<file path="src/design/midi_style_command_byte_parser_defines.svh">
// ---------------------------------------------------------------------------
// Assertion macros for the command byte parser.
// ---------------------------------------------------------------------------
`ifndef MIDI_STYLE_COMMAND_BYTE_PARSER_DEFINES_SVH
`define MIDI_STYLE_COMMAND_BYTE_PARSER_DEFINES_SVH

`ifndef NO_ASSERTIONS
// same-cycle implication, checked at every clk edge outside reset
`define MSCBP_ASSERT_IMP(lbl, ant, con) \
  lbl: assert property (@(posedge clk) disable iff (!rst_n) (ant) |-> (con)) \
    else $error("mscbp: same-cycle check failed");
// next-cycle implication
`define MSCBP_ASSERT_NXT(lbl, ant, con) \
  lbl: assert property (@(posedge clk) disable iff (!rst_n) (ant) |=> (con)) \
    else $error("mscbp: next-cycle check failed");
`else
`define MSCBP_ASSERT_IMP(lbl, ant, con)
`define MSCBP_ASSERT_NXT(lbl, ant, con)
`endif

`endif

</file>
<file path="src/design/mscbp_pkg.sv">
// ---------------------------------------------------------------------------
// mscbp_pkg
// Shared constants, event codes and controller/datapath bundles.
// ---------------------------------------------------------------------------
`default_nettype none

package mscbp_pkg;

  localparam int SYSEX_DEPTH_DEF = 32;

  localparam int BYTE_W = 8;
  localparam int KIND_W = 4;
  localparam int PORT_W = 7;
  localparam int VAL_W  = 14;

  // received command bytes
  localparam logic [7:0] CMD_DIGITAL        = 8'h90;
  localparam logic [7:0] CMD_REPORT_ANALOG  = 8'hC0;
  localparam logic [7:0] CMD_REPORT_DIGITAL = 8'hD0;
  localparam logic [7:0] CMD_ANALOG         = 8'hE0;
  localparam logic [7:0] CMD_SYSEX_START    = 8'hF0;
  localparam logic [7:0] CMD_PIN_MODE       = 8'hF4;
  localparam logic [7:0] CMD_SYSEX_END      = 8'hF7;
  localparam logic [7:0] CMD_VERSION        = 8'hF9;
  localparam logic [7:0] CMD_RESET          = 8'hFF;

  // sysex body commands
  localparam logic [7:0] SX_STRING   = 8'h71;
  localparam logic [7:0] SX_FIRMWARE = 8'h79;

  // event kinds
  localparam logic [KIND_W-1:0] EV_ANALOG         = 4'd0;
  localparam logic [KIND_W-1:0] EV_DIGITAL        = 4'd1;
  localparam logic [KIND_W-1:0] EV_PIN_MODE       = 4'd2;
  localparam logic [KIND_W-1:0] EV_REPORT_ANALOG  = 4'd3;
  localparam logic [KIND_W-1:0] EV_REPORT_DIGITAL = 4'd4;
  localparam logic [KIND_W-1:0] EV_RESET          = 4'd5;
  localparam logic [KIND_W-1:0] EV_VERSION        = 4'd6;
  localparam logic [KIND_W-1:0] EV_FIRMWARE       = 4'd7;
  localparam logic [KIND_W-1:0] EV_STRING_HDR     = 4'd8;
  localparam logic [KIND_W-1:0] EV_STRING_CHAR    = 4'd9;
  localparam logic [KIND_W-1:0] EV_SYSEX_HDR      = 4'd10;
  localparam logic [KIND_W-1:0] EV_SYSEX_BYTE     = 4'd11;

  // short message waiting for its data bytes
  localparam logic [2:0] PEND_NONE     = 3'd0;
  localparam logic [2:0] PEND_ANALOG   = 3'd1;
  localparam logic [2:0] PEND_DIGITAL  = 3'd2;
  localparam logic [2:0] PEND_PIN_MODE = 3'd3;
  localparam logic [2:0] PEND_REP_AN   = 3'd4;
  localparam logic [2:0] PEND_REP_DIG  = 3'd5;

  typedef struct packed {
    logic process;   // decode held byte, update parser state
    logic ptr_inc;   // advance buffer read pointer
    logic lo_cap;    // capture low byte of a string pair
    logic emit_pay;  // load one payload event into the output register
  } mscbp_cmd_t;

  typedef struct packed {
    logic in_full;      // a received byte is held
    logic needs_out;    // held byte produces an event
    logic start_drain;  // held byte ends a sysex with payload events to follow
    logic is_string;    // current drain joins byte pairs
    logic out_free;     // output register can take an event this cycle
    logic cnt_last;     // one payload event left
  } mscbp_sts_t;

endpackage

`default_nettype wire

</file>
<file path="src/design/mscbp_rx_if.sv">
// ---------------------------------------------------------------------------
// mscbp_rx_if
// Received byte channel: valid/ready handshake with one byte payload.
// ---------------------------------------------------------------------------
`default_nettype none

interface mscbp_rx_if;
  import mscbp_pkg::*;

  logic              valid;
  logic              ready;
  logic [BYTE_W-1:0] rx_byte;

  modport source (output valid, output rx_byte, input ready);
  modport sink   (input valid, input rx_byte, output ready);
endinterface

`default_nettype wire

</file>
<file path="src/design/mscbp_ev_if.sv">
// ---------------------------------------------------------------------------
// mscbp_ev_if
// Decoded event channel: valid/ready handshake with the event fields.
// ---------------------------------------------------------------------------
`default_nettype none

interface mscbp_ev_if;
  import mscbp_pkg::*;

  logic              valid;
  logic              ready;
  logic [KIND_W-1:0] event_kind;
  logic [PORT_W-1:0] port_or_pin;
  logic [VAL_W-1:0]  value;
  logic [BYTE_W-1:0] sysex_command;
  logic              overflow;
  logic              last;

  modport source (output valid, output event_kind, output port_or_pin, output value,
                  output sysex_command, output overflow, output last, input ready);
  modport sink   (input valid, input event_kind, input port_or_pin, input value,
                  input sysex_command, input overflow, input last, output ready);
endinterface

`default_nettype wire

</file>
<file path="src/design/mscbp_ctrl.sv">
// ---------------------------------------------------------------------------
// mscbp_ctrl
// Sequencer: decodes held bytes and steps the sysex payload drain.
// ---------------------------------------------------------------------------
`default_nettype none

module mscbp_ctrl (
  input  logic                    clk,
  input  logic                    rst_n,
  input  mscbp_pkg::mscbp_sts_t   sts,
  output mscbp_pkg::mscbp_cmd_t   cmd
);
  import mscbp_pkg::*;

  typedef enum logic [3:0] {
    S_IDLE = 4'b0001,
    S_RD   = 4'b0010,
    S_LO   = 4'b0100,
    S_EMIT = 4'b1000
  } state_t;

  state_t state_r, state_nxt;

  always_comb begin
    state_nxt = state_r;
    cmd       = '0;
    unique case (state_r)
      S_IDLE: begin
        if (sts.in_full && (!sts.needs_out || sts.out_free)) begin
          cmd.process = 1'b1;
          if (sts.start_drain) state_nxt = S_RD;
        end
      end
      S_RD: begin
        // buffer read data lands at the end of this cycle
        if (sts.is_string) begin
          cmd.ptr_inc = 1'b1;
          state_nxt   = S_LO;
        end else begin
          state_nxt = S_EMIT;
        end
      end
      S_LO: begin
        cmd.lo_cap = 1'b1;
        state_nxt  = S_EMIT;
      end
      S_EMIT: begin
        if (sts.out_free) begin
          cmd.emit_pay = 1'b1;
          state_nxt    = sts.cnt_last ? S_IDLE : S_RD;
        end
      end
      default: state_nxt = S_IDLE;
    endcase
  end

  always_ff @(posedge clk) begin
    if (!rst_n) state_r <= S_IDLE;
    else        state_r <= state_nxt;
  end

endmodule

`default_nettype wire

</file>
<file path="src/design/mscbp_datapath.sv">
// ---------------------------------------------------------------------------
// mscbp_datapath
// Byte holding register, parser state, sysex body buffer and event register.
// ---------------------------------------------------------------------------
`default_nettype none

module mscbp_datapath #(
  parameter int SYSEX_DEPTH = mscbp_pkg::SYSEX_DEPTH_DEF
) (
  input  logic                  clk,
  input  logic                  rst_n,
  mscbp_rx_if.sink              in_ch,
  mscbp_ev_if.source            out_ch,
  input  mscbp_pkg::mscbp_cmd_t cmd,
  output mscbp_pkg::mscbp_sts_t sts
);
  import mscbp_pkg::*;

  localparam int AW = (SYSEX_DEPTH > 1) ? $clog2(SYSEX_DEPTH) : 1;
  localparam int LW = $clog2(SYSEX_DEPTH + 1);

  // input holding register
  logic [BYTE_W-1:0] byte_r;
  logic              full_r;

  // parser state
  logic [1:0]        aw_r, aw_nxt;
  logic [2:0]        pend_r, pend_nxt;
  logic [3:0]        chan_r, chan_nxt;
  logic [6:0]        sd0_r, sd0_nxt, sd1_r, sd1_nxt;
  logic              sx_r, sx_nxt;
  logic [LW-1:0]     len_r, len_nxt;
  logic              drop_r, drop_nxt;
  logic [BYTE_W-1:0] scmd_r, scmd_nxt;

  // drain state
  logic [LW-1:0]     ptr_r;
  logic [LW-1:0]     cnt_r;
  logic              str_r;
  logic [BYTE_W-1:0] lo_r;
  logic [BYTE_W-1:0] rd_r;
  logic [BYTE_W-1:0] mem [SYSEX_DEPTH];

  // output register
  logic              ov_r;
  logic [KIND_W-1:0] o_kind_r;
  logic [PORT_W-1:0] o_port_r;
  logic [VAL_W-1:0]  o_val_r;
  logic [BYTE_W-1:0] o_cmd_r;
  logic              o_ovf_r;
  logic              o_last_r;

  // decode of the held byte
  logic              ev_hit;
  logic [KIND_W-1:0] ev_kind;
  logic [PORT_W-1:0] ev_port;
  logic [VAL_W-1:0]  ev_val;
  logic [BYTE_W-1:0] ev_cmd;
  logic              ev_ovf;
  logic              ev_last;
  logic              wr_en;
  logic              drain;
  logic              drain_str;
  logic [LW-1:0]     drain_cnt;
  logic [BYTE_W-1:0] cmd_byte;
  logic [LW-1:0]     len_m1;
  logic [LW-1:0]     pairs;

  assign len_m1 = len_r - LW'(1);
  assign pairs  = len_m1 >> 1;

  always_comb begin
    aw_nxt    = aw_r;
    pend_nxt  = pend_r;
    chan_nxt  = chan_r;
    sd0_nxt   = sd0_r;
    sd1_nxt   = sd1_r;
    sx_nxt    = sx_r;
    len_nxt   = len_r;
    drop_nxt  = drop_r;
    scmd_nxt  = scmd_r;
    ev_hit    = 1'b0;
    ev_kind   = EV_ANALOG;
    ev_port   = '0;
    ev_val    = '0;
    ev_cmd    = '0;
    ev_ovf    = 1'b0;
    ev_last   = 1'b0;
    wr_en     = 1'b0;
    drain     = 1'b0;
    drain_str = 1'b0;
    drain_cnt = '0;
    cmd_byte  = byte_r;

    if (sx_r) begin
      if (byte_r == CMD_SYSEX_END) begin
        sx_nxt = 1'b0;
        ev_hit = 1'b1;
        ev_ovf = drop_r;
        if (len_r == '0) begin
          ev_kind = EV_SYSEX_HDR;
          ev_last = 1'b1;
        end else if (scmd_r == SX_FIRMWARE) begin
          ev_kind = EV_FIRMWARE;
          ev_cmd  = scmd_r;
          ev_last = 1'b1;
        end else if (scmd_r == SX_STRING) begin
          ev_kind   = EV_STRING_HDR;
          ev_val    = {{(VAL_W-LW){1'b0}}, pairs};
          ev_cmd    = scmd_r;
          ev_last   = (pairs == '0);
          drain     = (pairs != '0);
          drain_str = 1'b1;
          drain_cnt = pairs;
        end else begin
          ev_kind   = EV_SYSEX_HDR;
          ev_val    = {{(VAL_W-LW){1'b0}}, len_m1};
          ev_cmd    = scmd_r;
          ev_last   = (len_m1 == '0);
          drain     = (len_m1 != '0);
          drain_cnt = len_m1;
        end
      end else if (len_r < LW'(SYSEX_DEPTH)) begin
        wr_en   = 1'b1;
        len_nxt = len_r + LW'(1);
        if (len_r == '0) scmd_nxt = byte_r;
      end else begin
        drop_nxt = 1'b1;
      end
    end else if (aw_r != 2'd0 && !byte_r[7]) begin
      aw_nxt = aw_r - 2'd1;
      // first of two data bytes lands in sd1, the final one in sd0
      if (aw_nxt[0]) sd1_nxt = byte_r[6:0];
      else           sd0_nxt = byte_r[6:0];
      if (aw_nxt == 2'd0 && pend_r != PEND_NONE) begin
        pend_nxt = PEND_NONE;
        ev_last  = 1'b1;
        unique case (pend_r)
          PEND_ANALOG: begin
            ev_hit  = 1'b1;
            ev_kind = EV_ANALOG;
            ev_port = {3'b000, chan_r};
            ev_val  = {byte_r[6:0], sd1_r};
          end
          PEND_DIGITAL: begin
            ev_hit  = 1'b1;
            ev_kind = EV_DIGITAL;
            ev_port = {3'b000, chan_r};
            ev_val  = {byte_r[6:0], sd1_r};
          end
          PEND_PIN_MODE: begin
            ev_hit  = 1'b1;
            ev_kind = EV_PIN_MODE;
            ev_port = sd1_r;
            ev_val  = {7'd0, byte_r[6:0]};
          end
          PEND_REP_AN: begin
            ev_hit  = 1'b1;
            ev_kind = EV_REPORT_ANALOG;
            ev_port = {3'b000, chan_r};
            ev_val  = {7'd0, byte_r[6:0]};
          end
          PEND_REP_DIG: begin
            ev_hit  = 1'b1;
            ev_kind = EV_REPORT_DIGITAL;
            ev_port = {3'b000, chan_r};
            ev_val  = {7'd0, byte_r[6:0]};
          end
          default: ev_hit = 1'b0;
        endcase
      end
    end else begin
      // channel commands carry the channel in the low nibble
      if (byte_r < CMD_SYSEX_START) begin
        cmd_byte = {byte_r[7:4], 4'h0};
        chan_nxt = byte_r[3:0];
      end
      unique case (cmd_byte)
        CMD_ANALOG: begin
          aw_nxt   = 2'd2;
          pend_nxt = PEND_ANALOG;
        end
        CMD_DIGITAL: begin
          aw_nxt   = 2'd2;
          pend_nxt = PEND_DIGITAL;
        end
        CMD_PIN_MODE: begin
          aw_nxt   = 2'd2;
          pend_nxt = PEND_PIN_MODE;
        end
        CMD_REPORT_ANALOG: begin
          aw_nxt   = 2'd1;
          pend_nxt = PEND_REP_AN;
        end
        CMD_REPORT_DIGITAL: begin
          aw_nxt   = 2'd1;
          pend_nxt = PEND_REP_DIG;
        end
        CMD_SYSEX_START: begin
          sx_nxt   = 1'b1;
          len_nxt  = '0;
          drop_nxt = 1'b0;
        end
        CMD_RESET: begin
          aw_nxt   = 2'd0;
          pend_nxt = PEND_NONE;
          chan_nxt = 4'd0;
          sd0_nxt  = 7'd0;
          sd1_nxt  = 7'd0;
          sx_nxt   = 1'b0;
          len_nxt  = '0;
          drop_nxt = 1'b0;
          ev_hit   = 1'b1;
          ev_kind  = EV_RESET;
          ev_last  = 1'b1;
        end
        CMD_VERSION: begin
          ev_hit  = 1'b1;
          ev_kind = EV_VERSION;
          ev_last = 1'b1;
        end
        default: ev_hit = 1'b0;
      endcase
    end
  end

  // holding register
  assign in_ch.ready = !full_r;

  always_ff @(posedge clk) begin
    if (!rst_n) begin
      full_r <= 1'b0;
    end else if (in_ch.valid && !full_r) begin
      full_r <= 1'b1;
    end else if (cmd.process) begin
      full_r <= 1'b0;
    end
  end

  always_ff @(posedge clk) begin
    if (in_ch.valid && !full_r) byte_r <= in_ch.rx_byte;
  end

  // parser state
  always_ff @(posedge clk) begin
    if (!rst_n) begin
      aw_r   <= 2'd0;
      pend_r <= PEND_NONE;
      chan_r <= 4'd0;
      sd0_r  <= 7'd0;
      sd1_r  <= 7'd0;
      sx_r   <= 1'b0;
      len_r  <= '0;
      drop_r <= 1'b0;
      scmd_r <= '0;
    end else if (cmd.process) begin
      aw_r   <= aw_nxt;
      pend_r <= pend_nxt;
      chan_r <= chan_nxt;
      sd0_r  <= sd0_nxt;
      sd1_r  <= sd1_nxt;
      sx_r   <= sx_nxt;
      len_r  <= len_nxt;
      drop_r <= drop_nxt;
      scmd_r <= scmd_nxt;
    end
  end

  // body buffer: one write port, one registered read port
  always_ff @(posedge clk) begin
    if (cmd.process && wr_en) mem[len_r[AW-1:0]] <= byte_r;
    rd_r <= mem[ptr_r[AW-1:0]];
  end

  // drain pointer and count
  always_ff @(posedge clk) begin
    if (!rst_n) begin
      ptr_r <= '0;
      cnt_r <= '0;
      str_r <= 1'b0;
    end else begin
      if (cmd.process && drain) begin
        ptr_r <= LW'(1);
        cnt_r <= drain_cnt;
        str_r <= drain_str;
      end else begin
        if (cmd.ptr_inc || cmd.emit_pay) ptr_r <= ptr_r + LW'(1);
        if (cmd.emit_pay)                cnt_r <= cnt_r - LW'(1);
      end
    end
  end

  always_ff @(posedge clk) begin
    if (cmd.lo_cap) lo_r <= rd_r;
  end

  // output register
  always_ff @(posedge clk) begin
    if (!rst_n) begin
      ov_r <= 1'b0;
    end else if ((cmd.process && ev_hit) || cmd.emit_pay) begin
      ov_r <= 1'b1;
    end else if (out_ch.ready) begin
      ov_r <= 1'b0;
    end
  end

  always_ff @(posedge clk) begin
    if (cmd.process && ev_hit) begin
      o_kind_r <= ev_kind;
      o_port_r <= ev_port;
      o_val_r  <= ev_val;
      o_cmd_r  <= ev_cmd;
      o_ovf_r  <= ev_ovf;
      o_last_r <= ev_last;
    end else if (cmd.emit_pay) begin
      o_kind_r <= str_r ? EV_STRING_CHAR : EV_SYSEX_BYTE;
      o_port_r <= '0;
      // low byte plus bit 0 of the high byte shifted to bit 7, modulo 256
      o_val_r  <= str_r ? {6'd0, lo_r[7] ^ rd_r[0], lo_r[6:0]} : {6'd0, rd_r};
      o_cmd_r  <= scmd_r;
      o_ovf_r  <= drop_r;
      o_last_r <= (cnt_r == LW'(1));
    end
  end

  assign out_ch.valid         = ov_r;
  assign out_ch.event_kind    = o_kind_r;
  assign out_ch.port_or_pin   = o_port_r;
  assign out_ch.value         = o_val_r;
  assign out_ch.sysex_command = o_cmd_r;
  assign out_ch.overflow      = o_ovf_r;
  assign out_ch.last          = o_last_r;

  assign sts.in_full     = full_r;
  assign sts.needs_out   = ev_hit;
  assign sts.start_drain = drain;
  assign sts.is_string   = str_r;
  assign sts.out_free    = !ov_r || out_ch.ready;
  assign sts.cnt_last    = (cnt_r == LW'(1));

endmodule

`default_nettype wire

</file>
<file path="src/design/midi_style_command_byte_parser.sv">
// A transferred byte is held and decoded; its event is registered in the output register.
// Input takes a new byte only once the held byte is decoded.
// On sysex end the header leaves at decode; each body byte is then read and emitted, and each
// string character after its low and high bytes, paced by the buffer's single read port.
// Reset is synchronous, active low, and clears the parser; the body buffer is not cleared.
// ---------------------------------------------------------------------------
// midi_style_command_byte_parser
// Receive parser for a MIDI-style control protocol with sysex buffering.
// ---------------------------------------------------------------------------
`default_nettype none

`include "midi_style_command_byte_parser_defines.svh"

module midi_style_command_byte_parser #(
  parameter int SYSEX_DEPTH = mscbp_pkg::SYSEX_DEPTH_DEF
) (
  input  logic        clk,
  input  logic        rst_n,
  mscbp_rx_if.sink    in_ch,
  mscbp_ev_if.source  out_ch
);
  import mscbp_pkg::*;

  mscbp_cmd_t cmd;
  mscbp_sts_t sts;

  mscbp_ctrl u_ctrl (
    .clk   (clk),
    .rst_n (rst_n),
    .sts   (sts),
    .cmd   (cmd)
  );

  mscbp_datapath #(
    .SYSEX_DEPTH (SYSEX_DEPTH)
  ) u_dp (
    .clk    (clk),
    .rst_n  (rst_n),
    .in_ch  (in_ch),
    .out_ch (out_ch),
    .cmd    (cmd),
    .sts    (sts)
  );

  `MSCBP_ASSERT_IMP(a_held_blocks_rx, sts.in_full, !in_ch.ready)
  `MSCBP_ASSERT_IMP(a_decode_needs_byte, cmd.process, sts.in_full)
  `MSCBP_ASSERT_IMP(a_payload_slot_free, cmd.emit_pay, sts.out_free && !cmd.process)
  `MSCBP_ASSERT_NXT(a_event_sets_valid, cmd.process && sts.needs_out, out_ch.valid)

endmodule

`default_nettype wire
</file>
<file path="src/flat_wrapper.sv">
// flat-port wrapper written by rule: the top's interface ports become plain ports
module midi_style_command_byte_parser_flat import mscbp_pkg::*;
#(
  parameter int SYSEX_DEPTH = mscbp_pkg::SYSEX_DEPTH_DEF
)
  (clk, rst_n, in_ch_valid, in_ch_rx_byte, in_ch_ready, out_ch_valid, out_ch_event_kind, out_ch_port_or_pin, out_ch_value, out_ch_sysex_command, out_ch_overflow, out_ch_last, out_ch_ready);
  mscbp_rx_if in_ch_i ();
  mscbp_ev_if out_ch_i ();
  input  logic clk;
  input  logic rst_n;
  input wire logic [$bits(in_ch_i.valid)-1:0] in_ch_valid;
  input wire logic [$bits(in_ch_i.rx_byte)-1:0] in_ch_rx_byte;
  output wire logic [$bits(in_ch_i.ready)-1:0] in_ch_ready;
  output wire logic [$bits(out_ch_i.valid)-1:0] out_ch_valid;
  output wire logic [$bits(out_ch_i.event_kind)-1:0] out_ch_event_kind;
  output wire logic [$bits(out_ch_i.port_or_pin)-1:0] out_ch_port_or_pin;
  output wire logic [$bits(out_ch_i.value)-1:0] out_ch_value;
  output wire logic [$bits(out_ch_i.sysex_command)-1:0] out_ch_sysex_command;
  output wire logic [$bits(out_ch_i.overflow)-1:0] out_ch_overflow;
  output wire logic [$bits(out_ch_i.last)-1:0] out_ch_last;
  input wire logic [$bits(out_ch_i.ready)-1:0] out_ch_ready;
  assign in_ch_i.valid = in_ch_valid;
  assign in_ch_i.rx_byte = in_ch_rx_byte;
  assign in_ch_ready = in_ch_i.ready;
  assign out_ch_valid = out_ch_i.valid;
  assign out_ch_event_kind = out_ch_i.event_kind;
  assign out_ch_port_or_pin = out_ch_i.port_or_pin;
  assign out_ch_value = out_ch_i.value;
  assign out_ch_sysex_command = out_ch_i.sysex_command;
  assign out_ch_overflow = out_ch_i.overflow;
  assign out_ch_last = out_ch_i.last;
  assign out_ch_i.ready = out_ch_ready;
  midi_style_command_byte_parser #(.SYSEX_DEPTH(SYSEX_DEPTH)) u_core (.clk(clk), .rst_n(rst_n), .in_ch(in_ch_i), .out_ch(out_ch_i));
endmodule
</file>
<file path="config.mk">
export PLATFORM = sky130hd
export DESIGN_NAME = midi_style_command_byte_parser_flat
export DESIGN_NICKNAME = d
export VERILOG_FILES = /design/src/design/mscbp_pkg.sv /design/src/design/mscbp_rx_if.sv /design/src/design/mscbp_ev_if.sv /design/src/design/mscbp_ctrl.sv /design/src/design/mscbp_datapath.sv /design/src/design/midi_style_command_byte_parser.sv /design/src/flat_wrapper.sv
export VERILOG_INCLUDE_DIRS = /design/src /design/src/design
export SDC_FILE = /design/constraint.sdc
export NUM_CORES = 1
export LEC_CHECK = 0
export BUFFER_PORTS_ARGS = -buffer_cell sky130_fd_sc_hd__buf_2
export CAP_MARGIN = 25
export CORE_MARGIN = 5
export CORE_UTILIZATION = 35
export CTS_CLUSTER_SIZE = 16
export DETAILED_ROUTE_END_ITERATION = 8
export GPL_TIMING_DRIVEN = 0
export PLACE_DENSITY = 0.55
export SETUP_SLACK_MARGIN = 0.5
export SYNTH_ARGS = -nofsm -noshare
export SYNTH_HDL_FRONTEND = slang
export SYNTH_SLANG_ARGS = --single-unit
</file>
<file path="constraint.sdc">
create_clock -name clk -period 5.26 [get_ports clk]
set_input_delay 0.263 -clock clk [delete_from_list [all_inputs] [get_ports clk]]
set_output_delay 0.263 -clock clk [all_outputs]
set_load 0.005 [all_outputs]
</file>
==> flow_summary.json <==
{
  "die_y_um": 219,
  "ir_worst_vdd_uv": 206,
  "clock_sinks": 365,
  "hp-class": "in -> reg",
  "n_antenna_cell": 0,
  "place_congestion": 0.875,
  "slew_violations": 0,
  "endpoint_kind": "flip-flop",
  "vias_per_cell": 5.13,
  "grt_first_pass_wirelength_um": 54300,
  "hp-start": "out_ch_ready",
  "areaGrowthSynthToFinish_pct": 17.0,
  "drt_iter0_drc": 683,
  "syn_inst": 954,
  "finClkSkew_ns": 0.0278,
  "cts_tree": "yes",
  "worstRegToRegCells": 8,
  "ys_warn_count": 0,
  "worstPathRequired_ns": 5.56,
  "p_per_area_nw_per_um2": 337,
  "grt_pass1_vias": 8598,
  "synth_fp_nets": 978,
  "fmax_mhz": 270,
  "drive_gt1_share_pct": 21.4,
  "hold_viol": 0,
  "async_flop_share_pct": 0,
  "worstPathArrival_ns": 4.01,
  "drv_cap": 0,
  "ant_nets": 0,
  "die_area_um2": 47800,
  "io_buffers": 47,
  "r2r_setup_slack_ns": 1.56,
  "cts_buffers": 39,
  "cts_hold_buf": 9,
  "grt_max_degree": 29,
  "fill_cells": 3901,
  "syn_area_per_cell_um2": 16.0,
  "grt_use_total_pct": 15.1,
  "yosysMostFrequentCell": "edfxtp_1",
  "h-tree-depth": 2,
  "p_sw_share_pct": 20.7,
  "regToRegStartpoint": "u_core.u_dp.byte_r[7]$_DFFE_PP_",
  "slew-limit-headroom_pct": 36.8,
  "clk_latency_ns": 0.55,
  "layout_min_cycle_time_ns": 3.70,
  "ios": 49,
  "ys_types": 68,
  "yosys.area_share.simple_pct": 8.68,
  "post_cts_resized": 0,
  "critPathLaunchType": "flip-flop",
  "rsz0062_at_grt": "no",
  "synth_edf_count": 307,
  "synth.cell_area_um2": 15200,
  "vias": 8616,
  "die_w_um": 219,
  "whs_path_depth": 4,
  "synth.largest_area_cell": "edfxtp_1",
  "yosys.area.top_type_share_pct": 60.6,
  "grt_remaining_overflow": 0,
  "seq_power_share_pct": 52.9,
  "synth-adder-area-share_pct": 0.986,
  "nNetsFinal": 1088,
  "status": "finished, final reports clean",
  "p_comb_share_pct": 2.4,
  "cts_root_buf": "clkbuf_16",
  "setup_violations": 0,
  "clk_pin_slew_worst_paths_ns": 0.06,
  "wire_per_inst_um": 21.6,
  "totalWireLength_um": 36200,
  "synth_commonest_cells": "307 x edfxtp_1, 88 x nor2_1, 80 x mux4_2",
  "path_max_fanout": 24,
  "r2r-end": "u_core.u_dp.out_ch.overflow$_DFFE_PP_",
  "crit_type": "reg -> reg",
  "p_sw_w": 0.00124,
  "yosys-mux-area-fraction_pct": 14.8,
  "synthFlopType": "edfxtp_1",
  "placementRows": 76,
  "synthXorXnorAreaFrac_pct": 0.806,
  "core-area_um2": 43100,
  "p_clk_share_pct": 44.7,
  "synth_top_family_by_area": "multiplexers",
  "first_pass_iters": 5,
  "internal_power_w": 0.00475,
  "power.total_w": 0.00599,
  "antenna_found_initial": 0,
  "worst_pin_slew_ns": 0.945,
  "finalSetupTns_ns": 0,
  "cts_setup_buffers": 0,
  "hpwl_um": 24800,
  "synth_compound_area_share_pct": 4.64,
  "yosys-top-cells-area": "edfxtp_1 61%, mux4_2 12%, dfxtp_1 7.6%",
  "start_util_pct": 35.3,
  "clockBufferDepth": 3,
  "leakagePower_nw": 5.72,
  "post-route-period-util_pct": 70.4,
  "synth_seq_cells": 365,
  "ys_seq_area_share_pct": 68.2,
  "drc": 0,
  "worstHoldEndpoint": "u_core.u_ctrl.state_r[3]$_SDFFE_PN0P_"
}
==> worst max path at each step <==
stage	start	to	cells past startpoint
2_1_floorplan	u_core.u_dp.byte_r[2]$_DFFE_PP_	u_core.u_dp.out_ch.event_kind[0]$_SDFFCE_PP1P_	8
3_3_place_gp	u_core.u_dp.byte_r[7]$_DFFE_PP_	u_core.u_dp.out_ch.overflow$_DFFE_PP_	7
3_5_place_dp	u_core.u_dp.byte_r[7]$_DFFE_PP_	u_core.u_dp.out_ch.overflow$_DFFE_PP_	8
4_1_cts	u_core.u_dp.byte_r[7]$_DFFE_PP_	u_core.u_dp.out_ch.value[8]$_SDFFCE_PP0P_	8
5_1_grt	u_core.u_dp.byte_r[7]$_DFFE_PP_	u_core.u_dp.out_ch.value[10]$_SDFFCE_PP0P_	8
6_report	u_core.u_dp.byte_r[7]$_DFFE_PP_	u_core.u_dp.out_ch.overflow$_DFFE_PP_	8
==> cells in the final DEF (no fill, tap or decap), drive strengths merged, types with 12 or more instances in the layout <==
| cell | Yosys | routed |
|---|---|---|
| a21oi | 30 | 30 |
| and3 | 13 | 13 |
| buf | 18 | 78 |
| clkbuf | 35 | 76 |
| clkinv | 0 | 20 |
| dfxtp | 58 | 58 |
| edfxtp | 307 | 307 |
| ha | 12 | 12 |
| inv | 17 | 19 |
| mux2 | 13 | 13 |
| mux2i | 31 | 31 |
| mux4 | 80 | 80 |
| nand2 | 40 | 40 |
| nand3 | 31 | 31 |
| nor2 | 89 | 89 |
| nor3 | 12 | 12 |
| o21ai | 31 | 31 |
==> worst max-delay path: stages (launching register included) <==
cell,delay (ns)
edfxtp_1,0.96
nor2_1,0.23
and3_1,0.31
a22oi_2,0.23
nor2_1,0.11
o21ai_1,0.50
buf_2,0.38
nand2_1,0.40
buf_16,0.31
==> per-stage QoR <==
| stage | util [%] | setup WS (ns) | hold WS [ns] | std cells | area (um2) |
|---|---|---|---|---|---|
| 2_1_floorplan | - | 2.01 | 0.362 | 954 | 15200 |
| 3_5_place_dp | 38.2 | 1.53 | 0.424 | 1597 | 16400 |
| 6_report | 41.3 | 1.56 | 0.269 | 1678 | 17800 |
| 4_1_cts | 41.3 | 1.45 | 0.224 | 1676 | 17800 |
| 5_1_grt | 41.3 | 1.24 | 0.283 | 1678 | 17800 |
| 3_3_place_gp | 37.6 | 0.571 | 0.420 | 1586 | 16200 |
==> per-layer routing <==
metal	up-vias	global-route usage, %	share of wire (%)
met2	235	24.5	48
met1	4360	21.0	44
met4	0	4.29	1.7
met3	39	2.87	6.2
met5	-	0	0
li1	3982	-	-
==> power by group through the flow <==
| stage | combinational, W | clock (W) | sequential, W |
|---|---|---|---|
| 2_1_floorplan | 0.0000598 | 0 | 0.00323 |
| 3_3_place_gp | 0.0000889 | 0 | 0.00326 |
| 3_5_place_dp | 0.000141 | 0 | 0.00323 |
| 4_1_cts | 0.000146 | 0.00274 | 0.00317 |
| 5_1_grt | 0.000158 | 0.00286 | 0.00317 |
| 6_report | 0.000146 | 0.00268 | 0.00317 |
==> kinds of logic after synthesis <==
kind of cell    after synthesis
simple gates                262
flops                       365
xor+xnor                     14
mux                         124
buf+inv                      70
fa+ha+maj                    12
compound gates              107
==> cell type report <==
cell class                 instances  area, um2  area share, %
multi-input combinational        519       4560           25.6
clock buffer                      41        983           5.52
inverter                          17       63.8          0.358
sequential                       365      10400           58.3
tap                              585        732           4.11
buffer                            53        219           1.23
timing repair buffer              69        613           3.44
clock inverter                    29        254           1.43
==> registers in the layout, summed over array words and instances, names as in the netlist, 5 cells and up <==
name                              count
u_core.u_dp.out_ch.sysex_command      8
u_core.u_dp.mem                     256
u_core.u_dp.out_ch.value             14
u_core.u_dp.len_r                     6
u_core.u_dp.scmd_r                    8
u_core.u_dp.out_ch.port_or_pin        7
u_core.u_dp.byte_r                    8
u_core.u_dp.sd1_r                     7
u_core.u_dp.rd_r                      8
u_core.u_dp.ptr_r                     5
u_core.u_dp.lo_r                      8
u_core.u_dp.cnt_r                     6
Note: power is estimated with default switching activity, not from simulation.
